$ cat src/rtl/exception_deadband_reporter_top_defines.svh
// ----------------------------------------------------------------------------
// exception_deadband_reporter_top_defines
// Assertion macros for the exception deadband reporter.
// The enclosing module provides clk and rst.
// ----------------------------------------------------------------------------
`ifndef EXCEPTION_DEADBAND_REPORTER_TOP_DEFINES_SVH
`define EXCEPTION_DEADBAND_REPORTER_TOP_DEFINES_SVH

`ifndef SYNTHESIS

`define EDR_ASSERT_IMP(lbl, ante, cons) \
  lbl: assert property (@(posedge clk) disable iff (rst) (ante) |-> (cons)) \
    else $error("assertion failed");

`define EDR_ASSERT_NXT(lbl, ante, cons) \
  lbl: assert property (@(posedge clk) disable iff (rst) (ante) |=> (cons)) \
    else $error("assertion failed");

`else

`define EDR_ASSERT_IMP(lbl, ante, cons)

`define EDR_ASSERT_NXT(lbl, ante, cons)

`endif

`endif

$ cat src/rtl/edr_pkg.sv
// ----------------------------------------------------------------------------
// edr_pkg
// Shared types and constants of the exception deadband reporter.
// ----------------------------------------------------------------------------
package edr_pkg;

  localparam int NUM_POINTS_DEF = 1024;
  localparam int QUEUE_DEPTH    = 2;
  localparam int PT_W           = 10;
  localparam int VAL_W          = 32;
  localparam int DEV_W          = 31;

  localparam logic MODE_LOAD   = 1'b0;
  localparam logic MODE_SAMPLE = 1'b1;

  localparam logic [1:0] STAT_INVALID = 2'd0;
  localparam logic [1:0] STAT_GOOD    = 2'd1;
  localparam logic [1:0] STAT_ON      = 2'd2;

  typedef struct packed {
    logic                    is_sample;
    logic [PT_W-1:0]         point;
    logic                    is_real;
    logic [VAL_W-1:0]        min_iv;
    logic [VAL_W-1:0]        max_iv;
    logic [DEV_W-1:0]        dev;
    logic signed [VAL_W-1:0] value;
    logic                    valid;
    logic [VAL_W-1:0]        now;
  } item_t;

  typedef struct packed {
    logic full;
    logic empty;
  } q_stat_t;

endpackage

$ cat src/rtl/edr_queue.sv
// ----------------------------------------------------------------------------
// edr_queue
// Short FIFO between the front and the back.
// ----------------------------------------------------------------------------
module edr_queue (
  input  logic             clk,
  input  logic             rst,
  input  logic             wr,
  input  edr_pkg::item_t   wr_item,
  input  logic             rd,
  output edr_pkg::item_t   rd_item,
  output edr_pkg::q_stat_t stat
);
  import edr_pkg::*;

  localparam int PTR_W = (QUEUE_DEPTH > 1) ? $clog2(QUEUE_DEPTH) : 1;
  localparam int CNT_W = $clog2(QUEUE_DEPTH + 1);

  item_t            slots [QUEUE_DEPTH];
  logic [PTR_W-1:0] wptr;
  logic [PTR_W-1:0] rptr;
  logic [CNT_W-1:0] count;
  logic             do_wr;
  logic             do_rd;

  assign stat.full  = (count == CNT_W'(QUEUE_DEPTH));
  assign stat.empty = (count == '0);
  assign do_wr      = wr && !stat.full;
  assign do_rd      = rd && !stat.empty;
  assign rd_item    = slots[rptr];

  always_ff @(posedge clk) begin
    if (do_wr) begin
      slots[wptr] <= wr_item;
    end
  end

  always_ff @(posedge clk) begin
    if (rst) begin
      wptr  <= '0;
      rptr  <= '0;
      count <= '0;
    end else begin
      if (do_wr) begin
        wptr <= (wptr == PTR_W'(QUEUE_DEPTH - 1)) ? '0 : wptr + 1'b1;
      end
      if (do_rd) begin
        rptr <= (rptr == PTR_W'(QUEUE_DEPTH - 1)) ? '0 : rptr + 1'b1;
      end
      if (do_wr && !do_rd) begin
        count <= count + 1'b1;
      end else if (do_rd && !do_wr) begin
        count <= count - 1'b1;
      end
    end
  end

endmodule

$ cat config.mk
export PLATFORM = sky130hd
export DESIGN_NAME = edr_queue
export DESIGN_NICKNAME = d
export VERILOG_FILES = /design/src/rtl/exception_deadband_reporter_top_defines.svh /design/src/rtl/edr_pkg.sv /design/src/rtl/edr_queue.sv
export SDC_FILE = /design/constraint.sdc
export NUM_CORES = 1
export LEC_CHECK = 0
export BUFFER_PORTS_ARGS = -buffer_cell sky130_fd_sc_hd__buf_4
export CAP_MARGIN = 20
export CORE_UTILIZATION = 54
export CTS_BUF_LIST = sky130_fd_sc_hd__clkbuf_8
export CTS_CLUSTER_DIAMETER = 120
export CTS_CLUSTER_SIZE = 12
export DETAILED_ROUTE_END_ITERATION = 6
export MAX_ROUTING_LAYER = met4
export PLACE_DENSITY = 0.79
export SYNTH_ARGS = -nofsm -noshare
export SYNTH_HDL_FRONTEND = slang
export SYNTH_SLANG_ARGS = --single-unit
$ cat constraint.sdc
create_clock -name clk -period 7.35 [get_ports clk]
set_input_delay 0.3675 -clock clk [delete_from_list [all_inputs] [get_ports clk]]
set_output_delay 0.3675 -clock clk [all_outputs]
set_load 0.02 [all_outputs]
==> reports/qor_table.md, run 1 <==
| Result | Reported | Unit |
|---|---|---|
| Layout Skew | 0.0223 | ns |
| Max cap viols | 0 | - |
| Post-DR wirelength/cell | 20.8 | µm |
| Final-stage net count | 1171 | - |
| Share of cells above drive strength 1 | 0.567 | - |
| Number of distinct standard cells referenced by the synthesized netlist | 15 | - |
| Headroom to the max-slew limit | 0.265 | - |
| Number of register bits inferred by synthesis | 349 | - |
| CP Launch Type | flip-flop | - |
| Number of global-route vias before repair | 6969 | - |
| Initial core utilization | 0.551 | - |
| Worst slack on hold paths | 0.0326 | ns |
| VDD IR max | 0.000449 | V |
| Final hold violations | 0 | - |
| LEAKAGE | 6.49 | nW |
| Count of instances resized after the clock tree is built | 0 | - |
| Crit path capture type | primary output | - |
| Post-CTS clock slew at the launch and capture registers of the worst setup and hold paths | 0.09 | ns |
| Run status | finished, final reports clean | - |
| Iteration count of the initial detailed-routing pass | 4 | - |
| Setup Total Neg Slack | 0 | ns |
| Pin count of the biggest net entering global routing | 115 | - |
| TritonCTS clock tree | yes | - |
| Number of cell rows | 56 | - |
| Post-CTS Setup Inserts | 0 | - |
| Total number of H-tree levels | 2 | - |
| Total standard cell area after synthesis | 12900 | µm² |
| Number of antenna violations at the first check in global routing | 2 | - |
| Synthesized Nets | 737 | - |
| Via count | 6827 | - |
| Smallest setup slack after layout | 4.24 | ns |
| Share of the synthesized area in the top cell type | 0.798 | - |
| Number of nets with antenna violations after detailed routing | 0 | - |
| Critical path arrival | 2.74 | ns |
| Highest metal layer with signal wires | met4 | - |
| Clock sink count | 349 | - |
| Worst setup slack for register-to-register paths | 4.45 | ns |
| Worst-Skew Late Latency | 0.53 | ns |
| Area of the die | 24600 | µm² |
| Filler instances | 1374 | - |
| Met3 routed wirelength | 2.21 | mm |
| Cells on worst reg2reg path | 5 | - |
| Die height | 157 | µm |
| Reg2Reg Launch Point | count[0] | - |
| Proportion of synthesized chip area in sequential cells | 0.806 | - |
| Area growth, synth to finish | 31.8 | % |
| Setup repair after global routing missed its margin | no | - |
| Count of pins over their slew limit | 0 | - |
| Core box area | 23500 | µm² |
| GRT Residual Overflow | 0 | - |
| Vias per Instance | 5.17 | - |
| Required arrival time at the worst endpoint | 6.98 | ns |
| Category of cells accounting for the largest share of critical-path delay | buffers and inverters | - |
| Worst min path class | input pin to flip-flop | - |
| Setup violations, final | 0 | - |
| Total GRT Usage | 0.220 | - |
| Final wirelength | 27.5 | mm |
| Met2 wire length | 14.2 | mm |
| Setup slack at placement | 4.32 | ns |
| First-pass GRT wire length | 38.3 | mm |
| Worst Hold Path Cells | 1 | - |
| Power density cells | 325 | nW/µm² |
| Worst path bufs/invs | 3 | - |
| Mean cell area of the mapped netlist | 23.1 | µm² |
| Hold-critical path endpoint | slots[1][132] | - |
| Cell repeated most along the worst path | sky130_fd_sc_hd__buf_4 | - |
| Total Power | 5.54 | mW |
| DRC Markers | 0 | - |
| Critical path start-end classification | flip-flop to primary output | - |
| Num CTS Buffers | 35 | - |
| Width of the die | 157 | µm |
| Worst Tran Pin Value | 1.10 | ns |
| End of the worst register-to-register path | slots[0][41] | - |
| Slowest stage delay, CP | 0.62 | ns |
| CTS root buffer | sky130_fd_sc_hd__clkbuf_8 | - |
| Cts hold-fix bufs | 59 | - |
| I/O pins | 350 | - |
| Synth area leaders | sky130_fd_sc_hd__edfxtp_1 80%, sky130_fd_sc_hd__mux2_4 9.3%, sky130_fd_sc_hd__mux2_2 8.0%, sky130_fd_sc_hd__buf_6 0.87%, sky130_fd_sc_hd__dfxtp_1 0.77% | - |
| Max Clock Freq | 0.322 | GHz |
| Minimum clock period after layout | 3.11 | ns |
| Crit-path max FO | 58 | - |
| Number of buffers on the longest clock path | 3 | - |
| Beginning of the worst hold path | wr_item[132] | - |
| Post-detailed-placement half-perimeter wirelength | 17.4 | mm |
| Met1 Wirelength | 10.3 | mm |
| Final worst-path cycle share | 0.423 | - |
| Number of port buffers | 349 | - |
| Number of synthesis warnings | 0 | - |
| Worst-path cell chain | buf_16 -> buf_4 -> mux2_2 -> buf_4 | - |
| Synth Instances | 560 | - |
| Gpl congestion | 0.776 | - |
| Largest area contributor in the netlist | sky130_fd_sc_hd__edfxtp_1 | - |
| Slowest cell on the critical path | sky130_fd_sc_hd__buf_4 | - |
| Starting DRT DRC Count | 355 | - |
## worst max path at each step
| stage | from | end | slack [ns] | cells past startpoint |
|---|---|---|---|---|
| floorplan | count[0] | slots[1][0] | 2.16 | 3 |
| global placement | flip-flop | rd_item[170] | 4.33 | 3 |
| detailed placement | flip-flop | rd_item[159] | 4.32 | 3 |
| CTS | flip-flop | rd_item[159] | 3.74 | 3 |
| global route | flip-flop | rd_item[58] | 4.14 | 4 |
| finish | flip-flop | rd_item[58] | 4.24 | 4 |
## worst register-to-register path: stages, from the launching register on
cell and delay, ns:
sky130_fd_sc_hd__dfxtp_1 0.45, sky130_fd_sc_hd__nor2b_1 0.14, sky130_fd_sc_hd__or3_1 0.41, sky130_fd_sc_hd__inv_6 0.25, sky130_fd_sc_hd__buf_16 0.41, sky130_fd_sc_hd__buf_4 0.81
## per-stage QoR
stage,utilization,cell area (µm²),cells
final,0.726,17000,1321
after detailed placement,0.675,15900,1213
after floorplan,-,12900,560
after global placement,0.675,15900,1213
after CTS,0.723,17000,1315
after global routing,0.726,17000,1321
## synthesized netlist by cell type
cell and instances:
sky130_fd_sc_hd__a21oi_1 2, sky130_fd_sc_hd__and2_1 1, sky130_fd_sc_hd__buf_2 9, sky130_fd_sc_hd__buf_6 10
sky130_fd_sc_hd__dfxtp_1 5, sky130_fd_sc_hd__edfxtp_1 344, sky130_fd_sc_hd__ha_1 1, sky130_fd_sc_hd__inv_1 2
sky130_fd_sc_hd__mux2_2 92, sky130_fd_sc_hd__mux2_4 80, sky130_fd_sc_hd__nor2_1 5, sky130_fd_sc_hd__nor2b_1 1
sky130_fd_sc_hd__o21ai_0 3, sky130_fd_sc_hd__or3_1 2, sky130_fd_sc_hd__xor2_1 3
## placed cells by master, fill, tap and decap left out, drive strengths merged
master         n
buf          355
or3            2
ha             1
and2           1
xor2           3
dfxtp          5
dlygate4sd3   61
o21ai          3
clkbuf        35
mux2         172
a21oi          2
edfxtp       344
clkinvlp       1
inv            9
nor2b          1
nor2           5
diode          2
## power breakdown
group / internal, mW / switching [mW] / leakage [nW]
combinational: 0.907 / 1.01 / 2.94
sequential: 2.50 / 0.0863 / 3.25
clock: 0.437 / 0.595 / 0.290
total: 3.84 / 1.69 / 6.49
## layer usage
layer / up-vias / global-route usage
li1: 3077 / -
met1: 3380 / 0.247
met2: 311 / 0.374
met3: 59 / 0.0593
met4: 0 / 0.0826
met5: - / -
## cell families after synthesis
logic type               Yosys count  synth area share
multiplexers                     172             0.173
AO/OA/AOI/OAI                      5           0.00193
AND/OR/NAND/NOR                    9           0.00338
XOR/XNOR                           3           0.00203
buffers and inverters             21            0.0128
flip-flops                       349             0.806
adder cells (fa/ha/maj)            1          0.000967
## sequential cells by signal (all words and copies together) (netlist names), named ones only
name,flops
slots,344
count,2
rptr,1
wptr,1
## layout make-up
type,count,area (µm²),area share
flip-flops and latches,349,10400,0.612
repair buffers,416,3330,0.195
multi-input cells,190,2350,0.138
clock buffers,35,482,0.0283
well taps,319,399,0.0234
clock inverters,8,41.3,0.00242
inverters,2,12.5,0.000734
diodes,2,5.00,0.000294
No activity file was read; power rests on OpenSTA's default activity.
==> run 2, diff against run 1 <==
- clock period: 7.35 -> 3.24 ns (I/O delays scaled with it)
==> reports/qor_table.md, run 2 (synthesis results as in run 1) <==
| Result | Reported | Unit | Change |
|---|---|---|---|
| End of the worst register-to-register path | slots[0][117] | - |  |
| Initial core utilization | 0.551 | - | unchanged |
| Hold-critical path endpoint | wptr | - |  |
| Worst min path class | input pin to flip-flop | - |  |
| Post-CTS clock slew at the launch and capture registers of the worst setup and hold paths | 0.08 | ns | about the same |
| TritonCTS clock tree | yes | - |  |
| GRT Residual Overflow | 0 | - | unchanged |
| CP Launch Type | flip-flop | - |  |
| DRC Markers | 0 | - | unchanged |
| Beginning of the worst hold path | wr | - |  |
| LEAKAGE | 7.00 | nW | +7.9% |
| Post-DR wirelength/cell | 21.4 | µm | +2.7% |
| Post-detailed-placement half-perimeter wirelength | 17.2 | mm | -0.85% |
| Total Power | 12.9 | mW | +130% |
| Core box area | 23500 | µm² | unchanged |
| Filler instances | 1150 | - | -16% |
| Total number of H-tree levels | 2 | - | unchanged |
| Crit-path max FO | 23 | - | -60% |
| Worst Hold Path Cells | 4 | - | +3 |
| Largest regs | slots x344, count x2 | - |  |
| Minimum clock period after layout | 2.23 | ns |  |
| Category of cells accounting for the largest share of critical-path delay | buffers and inverters | - |  |
| Power density cells | 705 | nW/µm² | +120% |
| Cell repeated most along the worst path | sky130_fd_sc_hd__buf_4 | - |  |
| Number of nets with antenna violations after detailed routing | 0 | - | unchanged |
| Worst-path cell chain | buf_4 -> mux2_2 -> buf_4 | - |  |
| Count of non-filler cells in the finished layout | 1441 | - | +9.1% |
| Max FFs per register | 344 | - | unchanged |
| Share of cells above drive strength 1 | 0.516 | - | -0.0513 |
| Area growth, synth to finish | 41.3 | % |  |
| Iteration count of the initial detailed-routing pass | 4 | - | unchanged |
| Die height | 157 | µm | unchanged |
| Count of pins over their slew limit | 0 | - | unchanged |
| Cells on worst reg2reg path | 4 | - | -1 |
| Most common library cell in the layout ignoring fill and taps | sky130_fd_sc_hd__buf_4 | - |  |
| Layout Skew | 0.0225 | ns | +0.000217 ns |
| Required arrival time at the worst endpoint | 3.08 | ns | -3.90 ns |
| Final worst-path cycle share | 0.688 | - |  |
| Critical Path Stages | 3 | - | -1 |
| Clock sink count | 349 | - | unchanged |
| Critical path arrival | 2.07 | ns | -0.67 ns |
| Gpl congestion | 0.746 | - | -3.9% |
| Width of the die | 157 | µm | unchanged |
| Area of the die | 24600 | µm² | unchanged |
| Final wirelength | 30.8 | mm | +12% |
| Worst Tran Pin Value | 0.657 | ns | -0.446 ns |
| Number of antenna violations at the first check in global routing | 5 | - | +3 |
| Worst setup slack for register-to-register paths | 1.17 | ns | -3.28 ns |
| Pin count of the biggest net entering global routing | 83 | - | -28% |
| I/O pins | 350 | - | unchanged |
| Critical path start-end classification | flip-flop to primary output | - |  |
| Max cap viols | 0 | - | unchanged |
| Starting DRT DRC Count | 351 | - | -1.1% |
| Worst slack on hold paths | 0.0609 | ns | +0.0283 ns |
| Via count | 7375 | - | +8.0% |
| Headroom to the max-slew limit | 0.561 | - | +0.296 |
| Num CTS Buffers | 35 | - | unchanged |
| Final-stage net count | 1287 | - | +9.9% |
| Setup repair after global routing missed its margin | no | - |  |
| Worst path bufs/invs | 2 | - | -1 |
| Max Clock Freq | 0.448 | GHz |  |
| Crit path capture type | primary output | - |  |
| Vias per Instance | 5.12 | - | -0.97% |
| Number of buffers on the longest clock path | 3 | - | unchanged |
| First-pass GRT wire length | 44.4 | mm | +16% |
| Setup violations, final | 0 | - | unchanged |
| Slowest stage delay, CP | 0.54 | ns | -0.08 ns |
| Slowest cell on the critical path | sky130_fd_sc_hd__dfxtp_4 | - |  |
| Run status | finished, final reports clean | - |  |
| Worst-Skew Late Latency | 0.52 | ns | about the same |
| Number of global-route vias before repair | 8223 | - | +18% |
| Smallest setup slack after layout | 1.01 | ns | -3.23 ns |
| Number of cell rows | 56 | - | unchanged |
| Final hold violations | 0 | - | unchanged |
| VDD IR max | 0.000542 | V | +21% |
| Top reg by flops | slots | - |  |
| Setup slack at placement | 1.18 | ns | -3.13 ns |
| Number of port buffers | 349 | - | unchanged |
| Number of instances in the placed design | 1219 | - | +0.49% |
| Leading cell types in the layout, fill and taps excluded | 351 x sky130_fd_sc_hd__buf_4, 344 x sky130_fd_sc_hd__edfxtp_1, 173 x sky130_fd_sc_hd__dlygate4sd3_1 | - |  |
| Total GRT Usage | 0.254 | - | +0.0347 |
| CTS root buffer | sky130_fd_sc_hd__clkbuf_8 | - |  |
| Reg2Reg Launch Point | count[1] | - |  |
## run 2: repair_timing
action / 4_1_cts / 5_1_grt
setup endpoints to repair: 0 / 0
setup buffers: 0 / 0
hold buffers: 173 / 0
endpoints found under the hold margin: 349 / 0
gates resized for setup: 0 / 0
## run 2: worst max-delay path by stage
stage	slack [ns]	end
global route	0.90	rd_item[169]
global placement	1.19	slots[0][112]
finish	1.01	rd_item[169]
CTS	0.96	rd_item[51]
floorplan	-0.42	slots[0][0]
detailed placement	1.18	slots[0][89]
## run 2: layer usage
layer | track usage | vias up | routed length [µm]
li1 | - | 3304 | -
met1 | 0.266 | 3671 | 11100
met2 | 0.453 | 342 | 16200
met3 | 0.0739 | 58 | 2730
met4 | 0.0915 | 0 | 790
met5 | - | - | 0
## run 2: worst min-delay path, cell delays in order
cell	delay, ns
sky130_fd_sc_hd__buf_4	0.08
sky130_fd_sc_hd__inv_1	0.05
sky130_fd_sc_hd__o21ai_0	0.17
sky130_fd_sc_hd__a21oi_1	0.07
## run 2: layout make-up
cell class / instances / area [µm²] / area share
sequential: 349 / 10400 / 0.571
tap: 319 / 399 / 0.0218
clock inverter: 7 / 33.8 / 0.00185
antenna: 5 / 12.5 / 0.000684
clock buffer: 37 / 509 / 0.0278
inverter: 2 / 11.3 / 0.000616
timing repair buffer: 532 / 4530 / 0.248
multi-input combinational: 190 / 2360 / 0.129
## run 2: stage by stage
| step | setup TNS, ns | util | cell area, µm² |
|---|---|---|---|
| after CTS | 0 | 0.779 | 18300 |
| after global routing | 0 | 0.779 | 18300 |
| after detailed placement | 0 | 0.682 | 16000 |
| after floorplan | -72.12 | - | 13000 |
| final | 0 | 0.779 | 18300 |
| after global placement | 0 | 0.682 | 16000 |
## run 2: power by group
group | switching, mW | total [mW] | internal (mW)
clock network | 1.39 | 2.43 | 1.04
registers | 0.204 | 5.87 | 5.67
logic | 2.39 | 4.59 | 2.19
total | 3.99 | 12.9 | 8.90
==> run 3, diff against run 2 <==
- ABC_AREA: not set -> 1
- clock period: 3.24 -> 2.1 ns (I/O delays scaled with it)
==> reports/qor_table.md, run 3 <==
| Result | Reported | Unit | Change |
|---|---|---|---|
| Synth area leaders | sky130_fd_sc_hd__edfxtp_1 80%, sky130_fd_sc_hd__mux2_4 9.3%, sky130_fd_sc_hd__mux2_2 8.0%, sky130_fd_sc_hd__buf_6 0.87%, sky130_fd_sc_hd__dfxtp_1 0.77% | - |  |
| Post-CTS clock slew at the launch and capture registers of the worst setup and hold paths | 0.08 | ns | about the same |
| Area growth, synth to finish | 41.2 | % | about the same |
| Smallest setup slack after layout | 0.0354 | ns | -0.974 ns |
| Headroom to the max-slew limit | 0.649 | - | +0.0881 |
| Dominant cell by count in the synthesized netlist | sky130_fd_sc_hd__edfxtp_1 | - |  |
| Number of buffers on the longest clock path | 3 | - | unchanged |
| Number of synthesis warnings | 0 | - | unchanged |
| Synth Instances | 572 | - | +2.1% |
| Area of the die | 24600 | µm² | +0.21% |
| Top cells by instance count after synthesis | 344 x sky130_fd_sc_hd__edfxtp_1, 92 x sky130_fd_sc_hd__mux2_2, 80 x sky130_fd_sc_hd__mux2_4 | - |  |
| Setup slack at placement | 0.593 | ns | -0.590 ns |
| Worst path bufs/invs | 2 | - | unchanged |
| Combinational fraction of design power | 0.329 | - | -0.027 |
| First-pass GRT wire length | 43.0 | mm | -3.2% |
| Via count | 7364 | - | -0.15% |
| Most common library cell in the layout ignoring fill and taps | sky130_fd_sc_hd__buf_4 | - |  |
| Number of instances in the placed design | 1230 | - | +0.90% |
| Switching share of total power | 0.301 | - | -0.00818 |
| Max cap viols | 0 | - | unchanged |
| Category of cells accounting for the largest share of critical-path delay | buffers and inverters | - |  |
| Critical path start-end classification | flip-flop to primary output | - |  |
| Final instance area | 18300 | µm² | +0.15% |
| Max Clock Freq | 0.484 | GHz |  |
| Setup Total Neg Slack | 0 | ns | unchanged |
| Post-detailed-placement half-perimeter wirelength | 16.8 | mm | -2.5% |
| Iteration count of the initial detailed-routing pass | 4 | - | unchanged |
| Power density cells | 1040 | nW/µm² | +48% |
| Post-DR wirelength/cell | 20.2 | µm | -5.4% |
| Commonest register cell after synthesis | sky130_fd_sc_hd__edfxtp_1 | - |  |
| Final worst-path cycle share | 0.983 | - |  |
| Width of the die | 157 | µm | +0.11% |
| Num CTS Buffers | 35 | - | unchanged |
| CTS root buffer | sky130_fd_sc_hd__clkbuf_8 | - |  |
| Slowest cell on the critical path | sky130_fd_sc_hd__dfxtp_4 | - |  |
| Largest area contributor in the netlist | sky130_fd_sc_hd__edfxtp_1 | - |  |
| Core box area | 23500 | µm² | +0.30% |
| Part of the power in the clock network | 0.194 | - | +0.005 |
| Mean cell area of the mapped netlist | 22.7 | µm² | -1.9% |
| Internal power | 13.3 | mW | +50% |
| TritonCTS clock tree | yes | - |  |
| Sequential cell fraction of total power | 0.477 | - | +0.021 |
| Worst Tran Pin Value | 0.526 | ns | -0.131 ns |
| Number of register bits inferred by synthesis | 349 | - | unchanged |
| Number of nets with antenna violations after detailed routing | 0 | - | unchanged |
| Number of antenna violations at the first check in global routing | 1 | - | -4 |
| Share of the synthesized area in the top cell type | 0.797 | - | -0.00169 |
| Async S/R FF share, synth | 0 | - | unchanged |
| Largest regs | slots x344, count x2 | - |  |
| Synthesized Nets | 749 | - | +1.6% |
| Worst min path class | input pin to flip-flop | - |  |
| Final hold violations | 0 | - | unchanged |
| Share of cells above drive strength 1 | 0.510 | - | -0.00595 |
| Total standard cell area after synthesis | 13000 | µm² | +0.21% |
| Leading cell types in the layout, fill and taps excluded | 352 x sky130_fd_sc_hd__buf_4, 344 x sky130_fd_sc_hd__edfxtp_1, 175 x sky130_fd_sc_hd__dlygate4sd3_1 | - |  |
| Worst slack on hold paths | 0.284 | ns | +0.224 ns |
| DRC Markers | 0 | - | unchanged |
| LEAKAGE | 7.03 | nW | +0.47% |
| Clock sink count | 349 | - | unchanged |
| Gpl congestion | 0.711 | - | -4.6% |
| Critical path arrival | 1.96 | ns | -0.11 ns |
| Filler instances | 1229 | - | +6.9% |
| Count of pins over their slew limit | 0 | - | unchanged |
| Number of port buffers | 349 | - | unchanged |
| Layout Skew | 0.0338 | ns | +0.0113 ns |
| Top reg by flops | slots | - |  |
| VDD IR max | 0.000821 | V | +51% |
| Crit path capture type | primary output | - |  |
| CP Launch Type | flip-flop | - |  |
| Setup violations, final | 0 | - | unchanged |
| Net Sw Power | 5.75 | mW | +44% |
| Slowest stage delay, CP | 0.44 | ns | -0.10 ns |
| Count of non-filler cells in the finished layout | 1452 | - | +0.76% |
| Vias per Instance | 5.07 | - | -0.91% |
| Number of cell rows | 56 | - | unchanged |
| Required arrival time at the worst endpoint | 2.00 | ns | -1.08 ns |
| Max FFs per register | 344 | - | unchanged |
| Final wirelength | 29.4 | mm | -4.7% |
| Crit-path max FO | 61 | - | +170% |
| Number of global-route vias before repair | 7904 | - | -3.9% |
| Number of enable-type register cells in the synthesized netlist | 344 | - | unchanged |
| Placed cell areas | 16000 | µm² | about the same |
| I/O pins | 350 | - | unchanged |
| Total GRT Usage | 0.242 | - | -0.0127 |
| Total number of H-tree levels | 2 | - | unchanged |
| Minimum clock period after layout | 2.06 | ns |  |
| Pin count of the biggest net entering global routing | 89 | - | +7.2% |
| Die height | 157 | µm | +0.11% |
| Worst-path cell chain | buf_16 -> mux2_2 -> buf_4 | - |  |
| Run status | finished, final reports clean | - |  |
| Worst-Skew Late Latency | 0.54 | ns | +0.02 ns |
| Setup repair after global routing missed its margin | yes | - |  |
| Final-stage net count | 1300 | - | +1.0% |
| Initial core utilization | 0.551 | - | about the same |
| Starting DRT DRC Count | 364 | - | +3.7% |
| GRT Residual Overflow | 0 | - | unchanged |
| Number of distinct standard cells referenced by the synthesized netlist | 15 | - | unchanged |
| Proportion of synthesized chip area in sequential cells | 0.804 | - | -0.00171 |
-- run 3: repair_timing --
action | CTS | global route
endpoints found under the hold margin | 349 | 0
endpoints found under the setup margin | 2 | 34
cloned | 0 | 0
hold buffers | 175 | 0
buffers inserted | 0 | 0
resized for setup | 1 | 2
-- run 3: final cells by class --
cell class | instances | area (µm²) | area share
Timing Repair Buffer | 533 | 4520 | 0.247
Clock inverter | 11 | 60.1 | 0.00328
Inverter | 9 | 33.8 | 0.00184
Sequential cell | 349 | 10400 | 0.570
Clock buffer | 35 | 482 | 0.0263
Antenna cell | 1 | 2.50 | 0.000137
Multi-Input combinational cell | 195 | 2380 | 0.130
Tap cell | 319 | 399 | 0.0218
-- run 3: cells by family after synthesis --
| group | Yosys count | share of synthesized area |
|---|---|---|
| AO/OA/AOI/OAI | 6 | 0.00232 |
| adder cells (fa/ha/maj) | 1 | 0.000965 |
| buffers and inverters | 28 | 0.0148 |
| flip-flops | 349 | 0.804 |
| multiplexers | 172 | 0.173 |
| AND/OR/NAND/NOR | 16 | 0.00511 |
-- run 3: path summary, 6_finish.rpt --
check	start	to	slack [ns]	cells after the start
worst min register to register	wptr	wptr	0.54	2
worst max register to register	count[1]	slots[0][132]	0.54	4
worst max-delay path	flip-flop	rd_item[59]	0.04	3
worst min-delay path	wr_item[105]	slots[1][105]	0.28	2
-- run 3: power groups by stage --
stage	sequential (mW)	combinational [mW]	clock [mW]
floorplan	9.19	3.71	0
global placement	9.15	5.87	0
detailed placement	9.22	5.93	0
CTS	9.07	6.24	3.77
global route	9.17	6.58	4.07
finish	9.09	6.28	3.70
-- run 3: routing by layer --
layer	GRT usage	routed length, µm	vias to the layer above
li1	-	-	3328
met1	0.272	11000	3678
met2	0.428	15600	312
met3	0.0608	2280	46
met4	0.0644	537	0
met5	-	0	-
-- run 3: through the flow --
step / util / total power [mW]
6_report: 0.778 / 19.1
5_1_grt: 0.778 / 19.8
4_1_cts: 0.778 / 19.1
3_5_place_dp: 0.680 / 15.2
3_3_place_gp: 0.680 / 15.0
2_1_floorplan: - / 12.9
